===== src/hw/rtl/sdlu_pkg.sv =====
// Shared types and panel command codes for the shadow-compare panel updater.
package sdlu_pkg;

  localparam logic [15:0] CMD_SET_COL   = 16'h004E;
  localparam logic [15:0] CMD_SET_ROW   = 16'h004F;
  localparam logic [15:0] CMD_WRITE_RAM = 16'h0022;
  localparam logic [15:0] CMD_MASK      = 16'h00FF;
  localparam logic [7:0]  GROUP_RESET   = 8'd40;

  localparam int COL_W = 8;
  localparam int ROW_W = 9;
  localparam int PIX_W = 16;
  localparam int RUN_W = 8;

  typedef struct packed {
    logic [COL_W-1:0] col;
    logic [ROW_W-1:0] row;
    logic [PIX_W-1:0] val;
  } sdlu_pix_t;

endpackage


===== src/hw/rtl/sdlu_if.sv =====


interface sdlu_out_if;
  logic        valid;
  logic        ready;
  logic        bus_is_command;
  logic [15:0] bus_word;
  logic        run_last;

  modport source (output valid, output bus_is_command, output bus_word, output run_last,
                  input ready);
  modport sink   (input valid, input bus_is_command, input bus_word, input run_last,
                  output ready);
endinterface


===== src/hw/rtl/sdlu_word_emit.sv =====
// Bus word sequencer: turns one written pixel into its six panel bus words.
module sdlu_word_emit import sdlu_pkg::*; (
  input  logic              clk,
  input  logic              rst_n,
  input  logic              load_valid,
  input  sdlu_pix_t         load_pix,
  output logic              load_ready,
  sdlu_out_if.source        out_bus
);

  localparam logic [2:0] WD_SET_COL = 3'd0;
  localparam logic [2:0] WD_COL     = 3'd1;
  localparam logic [2:0] WD_SET_ROW = 3'd2;
  localparam logic [2:0] WD_ROW     = 3'd3;
  localparam logic [2:0] WD_WRITE   = 3'd4;
  localparam logic [2:0] WD_PIXEL   = 3'd5;

  logic       busy_r;
  logic [2:0] idx_r;
  sdlu_pix_t  pix_r;
  logic       out_fire;

  assign out_fire   = busy_r && out_bus.ready;
  // take the next pixel while the last word of this one leaves
  assign load_ready = !busy_r || (out_fire && idx_r == WD_PIXEL);

  always_ff @(posedge clk) begin
    if (!rst_n) begin
      busy_r <= 1'b0;
      idx_r  <= WD_SET_COL;
    end else if (load_valid && load_ready) begin
      busy_r <= 1'b1;
      idx_r  <= WD_SET_COL;
    end else if (out_fire) begin
      if (idx_r == WD_PIXEL) begin
        busy_r <= 1'b0;
      end else begin
        idx_r <= idx_r + 3'd1;
      end
    end
  end

  always_ff @(posedge clk) begin
    if (load_valid && load_ready) begin
      pix_r <= load_pix;
    end
  end

  always_comb begin
    out_bus.bus_is_command = 1'b0;
    out_bus.bus_word       = '0;
    out_bus.run_last       = 1'b0;
    unique case (idx_r)
      WD_SET_COL: begin
        out_bus.bus_is_command = 1'b1;
        out_bus.bus_word       = CMD_SET_COL & CMD_MASK;
      end
      WD_COL: begin
        out_bus.bus_word = {{(16-COL_W){1'b0}}, pix_r.col};
      end
      WD_SET_ROW: begin
        out_bus.bus_is_command = 1'b1;
        out_bus.bus_word       = CMD_SET_ROW & CMD_MASK;
      end
      WD_ROW: begin
        out_bus.bus_word = {{(16-ROW_W){1'b0}}, pix_r.row};
      end
      WD_WRITE: begin
        out_bus.bus_is_command = 1'b1;
        out_bus.bus_word       = CMD_WRITE_RAM & CMD_MASK;
      end
      WD_PIXEL: begin
        out_bus.bus_word = pix_r.val;
        out_bus.run_last = 1'b1;
      end
      default: begin
        out_bus.bus_word = '0;
      end
    endcase
  end

  assign out_bus.valid = busy_r;

endmodule


===== src/flat_wrapper.sv =====
// flat-port wrapper written by rule: the top's interface ports become plain ports
module sdlu_word_emit_flat import sdlu_pkg::*;
  (clk, rst_n, load_valid, load_pix, load_ready, out_bus_valid, out_bus_bus_is_command, out_bus_bus_word, out_bus_run_last, out_bus_ready);
  sdlu_out_if out_bus_i ();
  input  logic clk;
  input  logic rst_n;
  input  logic load_valid;
  input  sdlu_pix_t load_pix;
  output logic load_ready;
  output wire logic [$bits(out_bus_i.valid)-1:0] out_bus_valid;
  output wire logic [$bits(out_bus_i.bus_is_command)-1:0] out_bus_bus_is_command;
  output wire logic [$bits(out_bus_i.bus_word)-1:0] out_bus_bus_word;
  output wire logic [$bits(out_bus_i.run_last)-1:0] out_bus_run_last;
  input wire logic [$bits(out_bus_i.ready)-1:0] out_bus_ready;
  assign out_bus_valid = out_bus_i.valid;
  assign out_bus_bus_is_command = out_bus_i.bus_is_command;
  assign out_bus_bus_word = out_bus_i.bus_word;
  assign out_bus_run_last = out_bus_i.run_last;
  assign out_bus_i.ready = out_bus_ready;
  sdlu_word_emit u_core (.clk(clk), .rst_n(rst_n), .load_valid(load_valid), .load_pix(load_pix), .load_ready(load_ready), .out_bus(out_bus_i));
endmodule

===== config.mk =====
export PLATFORM = sky130hd
export DESIGN_NAME = sdlu_word_emit_flat
export DESIGN_NICKNAME = d
export VERILOG_FILES = /design/src/hw/rtl/sdlu_pkg.sv /design/src/hw/rtl/sdlu_if.sv /design/src/hw/rtl/sdlu_word_emit.sv /design/src/flat_wrapper.sv
export SDC_FILE = /design/constraint.sdc
export NUM_CORES = 1
export LEC_CHECK = 0
export CAP_MARGIN = 15
export CORE_MARGIN = 2
export CORE_UTILIZATION = 65
export CTS_CLUSTER_SIZE = 12
export DETAILED_ROUTE_END_ITERATION = 10
export DONT_BUFFER_PORTS = 1
export GPL_TIMING_DRIVEN = 1
export HOLD_SLACK_MARGIN = 0.15
export MAX_ROUTING_LAYER = met4
export PLACE_DENSITY_LB_ADDON = 0.05
export SYNTH_ARGS = -nofsm -noshare
export SYNTH_HDL_FRONTEND = slang
export SYNTH_SLANG_ARGS = --single-unit
export TNS_END_PERCENT = 5

===== constraint.sdc =====
create_clock -name clk -period 6 [get_ports clk]
set_input_delay 0.6 -clock clk [delete_from_list [all_inputs] [get_ports clk]]
set_output_delay 0.6 -clock clk [all_outputs]
set_load 0.1 [all_outputs]

Yosys cells after proc, flatten, opt, wreduce, memory -nomap -nowiden
Cells that the tools add are included.
- flip-flop bits (word level): 37
- input port bits: 37
- bitwise gates (word level): 2
- equality and inequality tests: 5
- multiplexer cells: 6
- reductions and logical operators: 12
- add/sub/neg operators: 1
- operators with widths (kind ; count):
    $pmux W16 S6 ; 1
    $eq A3 B2 Y1 const B ; 2
    $eq A3 B3 Y1 const B ; 2
    $mux W1 ; 5
    $reduce_and A2 Y1 ; 2
    $reduce_bool A2 Y1 ; 2
    $add A3 B1 Y3 const B ; 1
    $eq A3 B1 Y1 const B ; 1
    $logic_and A1 B1 Y1 ; 3
    $logic_not A3 Y1 ; 1
    $reduce_or A3 Y1 ; 1
    $not A1 Y1 ; 2
    $reduce_or A2 Y1 ; 1
    $logic_not A1 Y1 ; 1
    $logic_or A1 B1 Y1 ; 1

Logic depth before layout (Yosys ltp)
Gate-level depths: netlist of the first run.
- depth after elaboration: 6
- gate-level depth with buffers: 7
- gate-level depth less buffers: 5

Worst setup path before layout of the first run
Ideal clock, no wire load.
- path type: register to output
- start point: register u_core.idx_r[1]
- end point: output port out_bus_bus_word[0]
- cell stages (with the launch flop): 7
- setup slack: 2.340 ns
- data required time: 5.400 ns
- arrival: 3.060 ns
- cells stage by stage: dfxtp_1 inv_1 ha_1 buf_6 clkbuf_1 a21oi_1 o21ai_0
- cells in the longest elaborated chain, start to end: 2
- elaborated cells between the ends (all ways): 7
- classes of those cells: 5 x eq/ne; 1 x mux; 1 x reduce/logical
- ends and longest elaborated chain (what ; line ; text):
    from (decl) ; sdlu_word_emit.sv:19 ; logic [2:0] idx_r;
    from (signal assigned) ; sdlu_word_emit.sv:38 ; idx_r <= idx_r + 3'd1;
    $eq A3 B3 Y1, or another cell as far along ; sdlu_word_emit.sv:53 ; unique case (idx_r)
    $pmux W16 S6 (*) ; sdlu_word_emit.sv:53 ;
    to (decl) ; flat_wrapper.sv:12 ; output wire logic [$bits(out_bus_i.bus_word)-1:0] out_bus_bus_word;
Every way passes the cells marked *; elsewhere a longest branch is shown, timed or not.

Worst setup path after layout of the first run
- start point: register u_core.idx_r[2]
- end point: output port out_bus_bus_word[1]
Same word-level chain as after synthesis.

==> impl_summary.txt, run 1 <==
----------------------------------------------------
[Synthesis]
  Leading cell types by count after synthesis ... edfxtp_1, a21oi_1, and3_1
  Xor/xnor cell area share of the yosys netlist ... 0%
  Netlist area before placement ... roughly 1500 um2
  Number of synthesis warnings ... 0
  Fraction of synthesis flops using an asynchronous set or reset pin ... 0%
  Adder-cell area share of the yosys netlist ... under 10%
  Share of the synthesized area in compound gates (AO/OA/AOI/OAI) ... a little under an eighth
  Main flop type after synthesis ... edfxtp_1
  Main area contributors after synthesis ... edfxtp_1, dfxtp_1, ha_1
  Number of enable-type register cells in the synthesized netlist ... 33
  Library cell occupying the most area in the post-synthesis netlist ... edfxtp_1
  Basic-gate share of the synthesized area counting and, or, nand and nor cells ... under 10%
  Gate count after technology mapping ... 100
  Dominant combinational cell family by area after synthesis ... compound AO/OA/AOI/OAI gates
  Post-synthesis cell type count ... 26
  Fraction of the yosys area taken by sequential cells ... a little under three quarters
  Cell with the most instances after synthesis ... edfxtp_1
  Flip-flop and latch count after synthesis ... 37
  Multiplexer fraction of the synthesized cell area ... 2.24%
  Area share of the largest cell type after synthesis ... 65.6%
  Mean area per synthesized cell ... approximately 15 um2
  Nets in the synthesized netlist ... about 140

[Timing]
  Post-route fraction of the period consumed by the critical path ... between 50% and 60%
  Clock period minus final worst setup slack ... roughly 3.3 ns
  Worst clock skew ... 0.0108 ns
  Worst setup slack after layout ... around 2.7 ns
  Slew HR ... around 27%
  Final-report setup violation count ... 0
  Setup tns final ... 0 ns
  Fmax ... around 0.30 GHz
  Slew @ Worst Pin ... about 1.1 ns
  Final Hold Fails ... 0
  Setup repair after global routing missed its margin ... false
  Final slew viol count ... 0

[Final layout]
  Net count, final ... 144
  Final core utilization ... 71.1%
  Post-synthesis to final-layout area growth ... 4.06%
  Count of placed standard cells in the final layout, fillers left out ... between 100 and 150
  Fraction of final layout cells sized beyond drive strength 1 ... around 15%
  Antenna cells ... 0

[Detailed routing]
  Antenna viol nets, final ... 0
  Met3 wirelength from detailed routing ... between 150 and 200 um
  Drc violations ... 0
  Detailed route wirelength on metal2 ... 1170 um
  Violation count after the first detailed-route iteration ... 15
  Mean routed wirelength per cell ... roughly 18 um
  Final wirelength ... approximately 2400 um
  Routed metal-1 wirelength ... approximately 1000 um
  TritonRoute pass-1 iters ... 4
  Uppermost layer routed ... met4
  Total via count in the routed design ... around 810
  DR vias/cell ... 6.29

[Min path]
  Min-Delay Path Depth ... 0
  Hold EP ... u_core.pix_r[9]
  HP Class ... in -> reg
  Min-delay src ... load_pix[9]

[CTS]
  TritonCTS Buffers ... 5
  H-Tree Depth ... 2
  Number of buffers inserted to repair setup after CTS ... 0
  Clk pin slew, worst setup/hold paths ... about 0.10 ns
  Root buffer cell ... clkbuf_4
  Maximum clock insertion buffer count ... 2
  Clock net sink count ... 37
  Clock tree from TritonCTS ... done
  Hold buffers post-CTS ... 0
  Number of gates resized after CTS ... 0
  Later-pin clock latency in the skew report ... between 0.3 and 0.4 ns

[Pwr]
  Internal power component ... 0.344 mW
  Share of power burned in registers ... 65.9%
  Proportion of power drawn by the clock network ... about a quarter
  Switching portion of total power ... between 20% and 30%
  Logic pwr share ... between 10% and 20%
  NetSw ... between 0.1 and 0.15 mW
  Max rail drop VDD ... 243 uV
  PwrDens ... about 290 nW/um2
  Leak Pwr ... around 0.55 nW

[Global routing]
  Number of antenna violations at the first check in global routing ... 0
  Largest net degree at the start of global routing ... 34
  First-pass GRT wire length ... 3440 um
  Overflow left after global routing ... 0
  Overall track demand over capacity in global routing ... approximately 19%
  Number of global-route vias before repair ... 776

[Place]
  GP Congestion ... between 0.6 and 0.7
  Worst slack at placement ... a little over 3 ns
  Input/output buffers ... 0
  Post-Place Cells ... between 100 and 150
  DPL Wire Length ... between 1500 and 2000 um

[Worst setup path]
  RR Endpoint ... u_core.pix_r[22]
  Endpoint required time on the critical path ... 5.40 ns
  CP arrival ... between 2 and 3 ns
  CP startpoint kind ... flip-flop
  Number of cells on the worst reg-to-reg path ... 3
  Capturing element type of the critical path ... primary output
  Launch point of the critical path ... u_core.idx_r[2]
  Category of the critical setup timing path ... reg -> out
  Origin of the critical flop-to-flop path ... u_core.out_bus.valid
  Internal reg-to-reg setup slack ... between 3 and 4 ns
  Largest fanout on the critical path ... 20

[Die]
  Initial core utilization ... around two thirds
  Std-Cell Core Area ... between 2000 and 2500 um2
  Width of the chip ... 52.2 um
  Die extent in y ... between 50 and 60 um
  I/O pins ... 57
  Site row count ... 17
  Die outline area ... between 2000 and 3000 um2

[Job]
  Number of violations of the max-capacitance limit ... 0

[Status]
  Run status ... completed

----------------------------------------------------
==> how the worst max path moves through the flow <==
stage	to	slack (ns)	cells after the start
after floorplan	out_bus_bus_word[0]	2.34	6
after global placement	out_bus_bus_word[1]	3.10	3
after detailed placement	out_bus_bus_word[1]	3.06	3
after CTS	out_bus_bus_word[1]	2.70	3
after global routing	out_bus_bus_word[1]	2.59	3
final	out_bus_bus_word[1]	2.71	3
==> power groups by stage <==
stage	Combinational, mW	Clock (mW)	Sequential (mW)
after floorplan	0.0460	0	0.309
after detailed placement	0.0496	0	0.311
final	0.0494	0.109	0.305
after CTS	0.0497	0.112	0.305
after global placement	0.0493	0	0.311
after global routing	0.0517	0.124	0.307
==> per-stage QoR <==
step	hold slack, ns	power, mW	area (um2)
2_1_floorplan	0.487	0.355	1510
3_3_place_gp	0.502	0.360	1530
3_5_place_dp	0.526	0.361	1530
4_1_cts	0.358	0.467	1570
5_1_grt	0.331	0.482	1570
6_report	0.368	0.463	1570
==> cell type report <==
cell class | instances | area [um2]
clock buffer | 5 | 37.5
clock inverter | 1 | 5.00
fill | 148 | 639
inverter | 3 | 11.3
multi-input combinational | 54 | 405
sequential | 37 | 1070
tap | 28 | 35.0
timing repair buffer | 1 | 7.51
==> cells in the final DEF, fill, tap and decap left out, types with 3 or more instances in the layout <==
master / instances
a211oi_1: 4
ha_1: 5
edfxtp_1: 33
o21ai_2: 4
clkbuf_4: 5
mux2_2: 3
a22o_1: 3
a21oi_1: 7
inv_1: 3
a22oi_1: 4
dfxtp_1: 4
and3_1: 7
==> logic make-up (layout without fill, tap and decap cells) <==
group,count (synthesis),count (layout)
compound gates,27,27
flops,37,37
simple gates,19,19
mux,3,3
buf+inv,9,10
fa+ha+maj,5,5
==> critical path: stages, from the launching register on <==
cell     delay (ns)
dfxtp_1        0.56
inv_1          0.21
a21o_1         0.73
a221o_1        0.86
==> layer usage <==
| metal | up-vias | global-route usage [%] |
|---|---|---|
| li1 | 391 | - |
| met1 | 376 | 20.4 |
| met2 | 42 | 29.3 |
| met3 | 2 | 12.0 |
| met4 | 0 | 8.12 |
| met5 | - | - |
==> flip-flops by register name, summed over array words and instances (netlist names) <==
name                  cells
u_core.pix_r             33
u_core.idx_r              3
u_core.out_bus.valid      1
Power figures use the tool's default switching activity.
==> inputs of run 2 (changes only) <==
--- a/config.mk
+++ b/config.mk
@@ -7,7 +7,7 @@
 export LEC_CHECK = 0
 export CAP_MARGIN = 15
 export CORE_MARGIN = 2
-export CORE_UTILIZATION = 65
+export CORE_UTILIZATION = 55
 export CTS_CLUSTER_SIZE = 12
 export DETAILED_ROUTE_END_ITERATION = 10
 export DONT_BUFFER_PORTS = 1
==> constraint.sdc (replaced) <==
create_clock -name clk -period 2.81 [get_ports clk]
set_input_delay 0.281 -clock clk [delete_from_list [all_inputs] [get_ports clk]]
set_output_delay 0.281 -clock clk [all_outputs]
set_load 0.1 [all_outputs]
==> run 2 against run 1 <==
Effect of this change:
- core utilization rose by 6.9 points
- highest routed layer unchanged
- largest power group unchanged
- critical endpoint is now out_bus_bus_word[6]
- via count up 31%
- critical path type unchanged
- first-iteration DRC count increased to 2.7 times the previous value
- die area rose by 17%
- sequential cell count did not move
- non-clock buffer count grew 52
- clock power rose to 3.4 times the previous value
- design area grew 33%
- setup slack got worse by 2.5 ns
==> impl_summary.txt, run 2 (synthesis gave the netlist of run 1 again) <==
----------------------------------------------------
[Global routing]
  Overflow left after global routing ... 0
  Number of global-route vias before repair ... between 1000 and 1500
  Met2 Usage GRT ... about two fifths
  Met3 track utilization from global routing ... about 6%
  Busiest layer in global routing ... met2
  First-pass GRT wire length ... 5350 um
  Global routing usage on met1 ... approximately 25%
  Overall track demand over capacity in global routing ... 23.3%
  Largest net degree at the start of global routing ... 34
  Number of antenna violations at the first check in global routing ... 0

[CTS]
  H-Tree Depth ... 2
  TritonCTS Buffers ... 5
  Clk pin slew, worst setup/hold paths ... 0.11 ns
  Maximum clock insertion buffer count ... 2
  Clock tree from TritonCTS ... done
  Number of buffers inserted to repair setup after CTS ... 0
  Later-pin clock latency in the skew report ... ~0.34 ns
  Clock net sink count ... 37
  Root buffer cell ... clkbuf_4

[Pwr]
  Switching portion of total power ... about 26%
  Proportion of power drawn by the clock network ... between 30% and 40%
  Share of power burned in registers ... between 50% and 60%
  Design Power ... around 1.2 mW
  NetSw ... just over 0.3 mW
  Leak Pwr ... around 0.80 nW
  Logic pwr share ... roughly 14%
  Internal power component ... around 0.9 mW
  PwrDens ... around 560 nW/um2
  Max rail drop VDD ... ~530 uV

[Detailed routing]
  DR vias/cell ... around 5.7
  Mean routed wirelength per cell ... 17.9 um
  Drc violations ... 0
  Antenna viol nets, final ... 0
  Final wirelength ... 3330 um
  Total via count in the routed design ... approximately 1100
  Violation count after the first detailed-route iteration ... 41
  TritonRoute pass-1 iters ... 4

[Worst setup path]
  Capturing element type of the critical path ... primary output
  Largest fanout on the critical path ... 11
  RR Endpoint ... u_core.pix_r[4]
  Number of cells on the worst reg-to-reg path ... 6
  CP arrival ... approximately 2.3 ns
  Endpoint required time on the critical path ... approximately 2.5 ns
  Origin of the critical flop-to-flop path ... u_core.idx_r[0]
  CP startpoint kind ... flip-flop
  Category of the critical setup timing path ... reg -> out
  Internal reg-to-reg setup slack ... ~0.66 ns

[Die]
  Initial core utilization ... a little under three fifths
  Std-Cell Core Area ... approximately 2700 um2
  Die outline area ... ~3200 um2
  Site row count ... 19
  I/O pins ... 57
  Die extent in y ... roughly 56 um
  Width of the chip ... 56.4 um

[Min path]
  Min-Delay Path Depth ... 3
  Min-delay src ... load_valid
  HP Class ... in -> reg
  Hold EP ... u_core.idx_r[1]

[Timing]
  Final-report setup violation count ... 0
  Final Hold Fails ... 0
  Fmax ... 0.387 GHz
  Slew @ Worst Pin ... ~1.1 ns
  Post-route fraction of the period consumed by the critical path ... about 90%
  Setup repair after global routing missed its margin ... false
  Clock period minus final worst setup slack ... around 2.6 ns
  Worst Hold Margin ... approximately 0.22 ns
  Slew HR ... between 20% and 30%
  Worst clock skew ... roughly 0.0065 ns
  Worst setup slack after layout ... around 0.23 ns
  Final slew viol count ... 0

[Final layout]
  Register with the most flip-flops ... u_core.pix_r
  Count of placed standard cells in the final layout, fillers left out ... approximately 190
  Area of all placed cells without fillers ... 2100 um2
  Antenna cells ... 0
  Net count, final ... roughly 200
  Post-synthesis to final-layout area growth ... 38.7%
  Commonest non-fill, non-tap cells in the layout ... dlygate4sd3_1, edfxtp_1, buf_4
  Largest register FFs ... 33
  Most frequent standard cell in the layout excluding fill and tap cells ... dlygate4sd3_1
  Fraction of final layout cells sized beyond drive strength 1 ... between 20% and 30%

[Place]
  Post-Place Cells ... ~140
  GP Congestion ... between 0.7 and 0.8
  Placed instance area ... approximately 1700 um2
  Worst slack at placement ... 0.652 ns
  Input/output buffers ... 0
  DPL Wire Length ... between 1500 and 2000 um

[Status]
  Run status ... completed

[Job]
  Number of violations of the max-capacitance limit ... 0

----------------------------------------------------
run 2: cell count changes in the layout (fill, tap and decap cells not counted), sizes merged:
cell,change
clkinvlp,+1
bufinv,+1
buf,+17
dlygate4sd3,+35
run 2: area by class of cell:
class | count | area [um2]
clock buffer | 5 | 37.5
clock inverter | 3 | 46.3
fill | 156 | 591
inverter | 3 | 11.3
multi-input combinational | 54 | 405
sequential | 37 | 1070
tap | 31 | 38.8
timing repair buffer | 53 | 485
run 2: how the worst max path moves through the flow:
stage,start,endpoint,slack (ns),depth (start not counted)
after global placement,u_core.idx_r[1],out_bus_bus_word[0],0.72,5
after floorplan,u_core.idx_r[1],out_bus_bus_word[2],-0.29,5
after CTS,u_core.idx_r[0],out_bus_bus_word[2],0.24,4
after detailed placement,u_core.idx_r[0],out_bus_bus_word[2],0.65,4
final,u_core.idx_r[0],out_bus_bus_word[6],0.23,4
after global routing,u_core.idx_r[0],out_bus_bus_word[6],0.09,4
run 2: critical path, stage by stage, from the launching register on:
cell and delay (ns):
dfxtp_1 0.42, ha_1 0.44, and2_4 0.48, a22oi_1 0.17, o21ai_2 0.45
run 2: power groups by stage:
stage / Sequential, mW / Combinational (mW) / Clock, mW
finish: 0.643 / 0.167 / 0.370
CTS: 0.643 / 0.165 / 0.380
floorplan: 0.660 / 0.0984 / 0
detailed placement: 0.656 / 0.126 / 0
global placement: 0.654 / 0.125 / 0
global route: 0.646 / 0.175 / 0.390
run 2: metrics by stage:
stage / TNS (ns) / util [%]
after global placement: 0 / 61.9
after global routing: 0 / 78.0
final: 0 / 78.0
after floorplan: -8.52 / -
after CTS: 0 / 78.0
after detailed placement: 0 / 61.9
run 2: routing by layer:
layer	wire length [um]	share of wire (%)
met1	1290	39
met2	1800	54
met3	170	5.1
met4	68	2.0
met5	0	0
run 2: what timing repair did:
| item | CTS | global route |
|---|---|---|
| hold buffers | 35 | 0 |
| resized for setup | 0 | 0 |
| endpoints found under the hold margin | 37 | 0 |
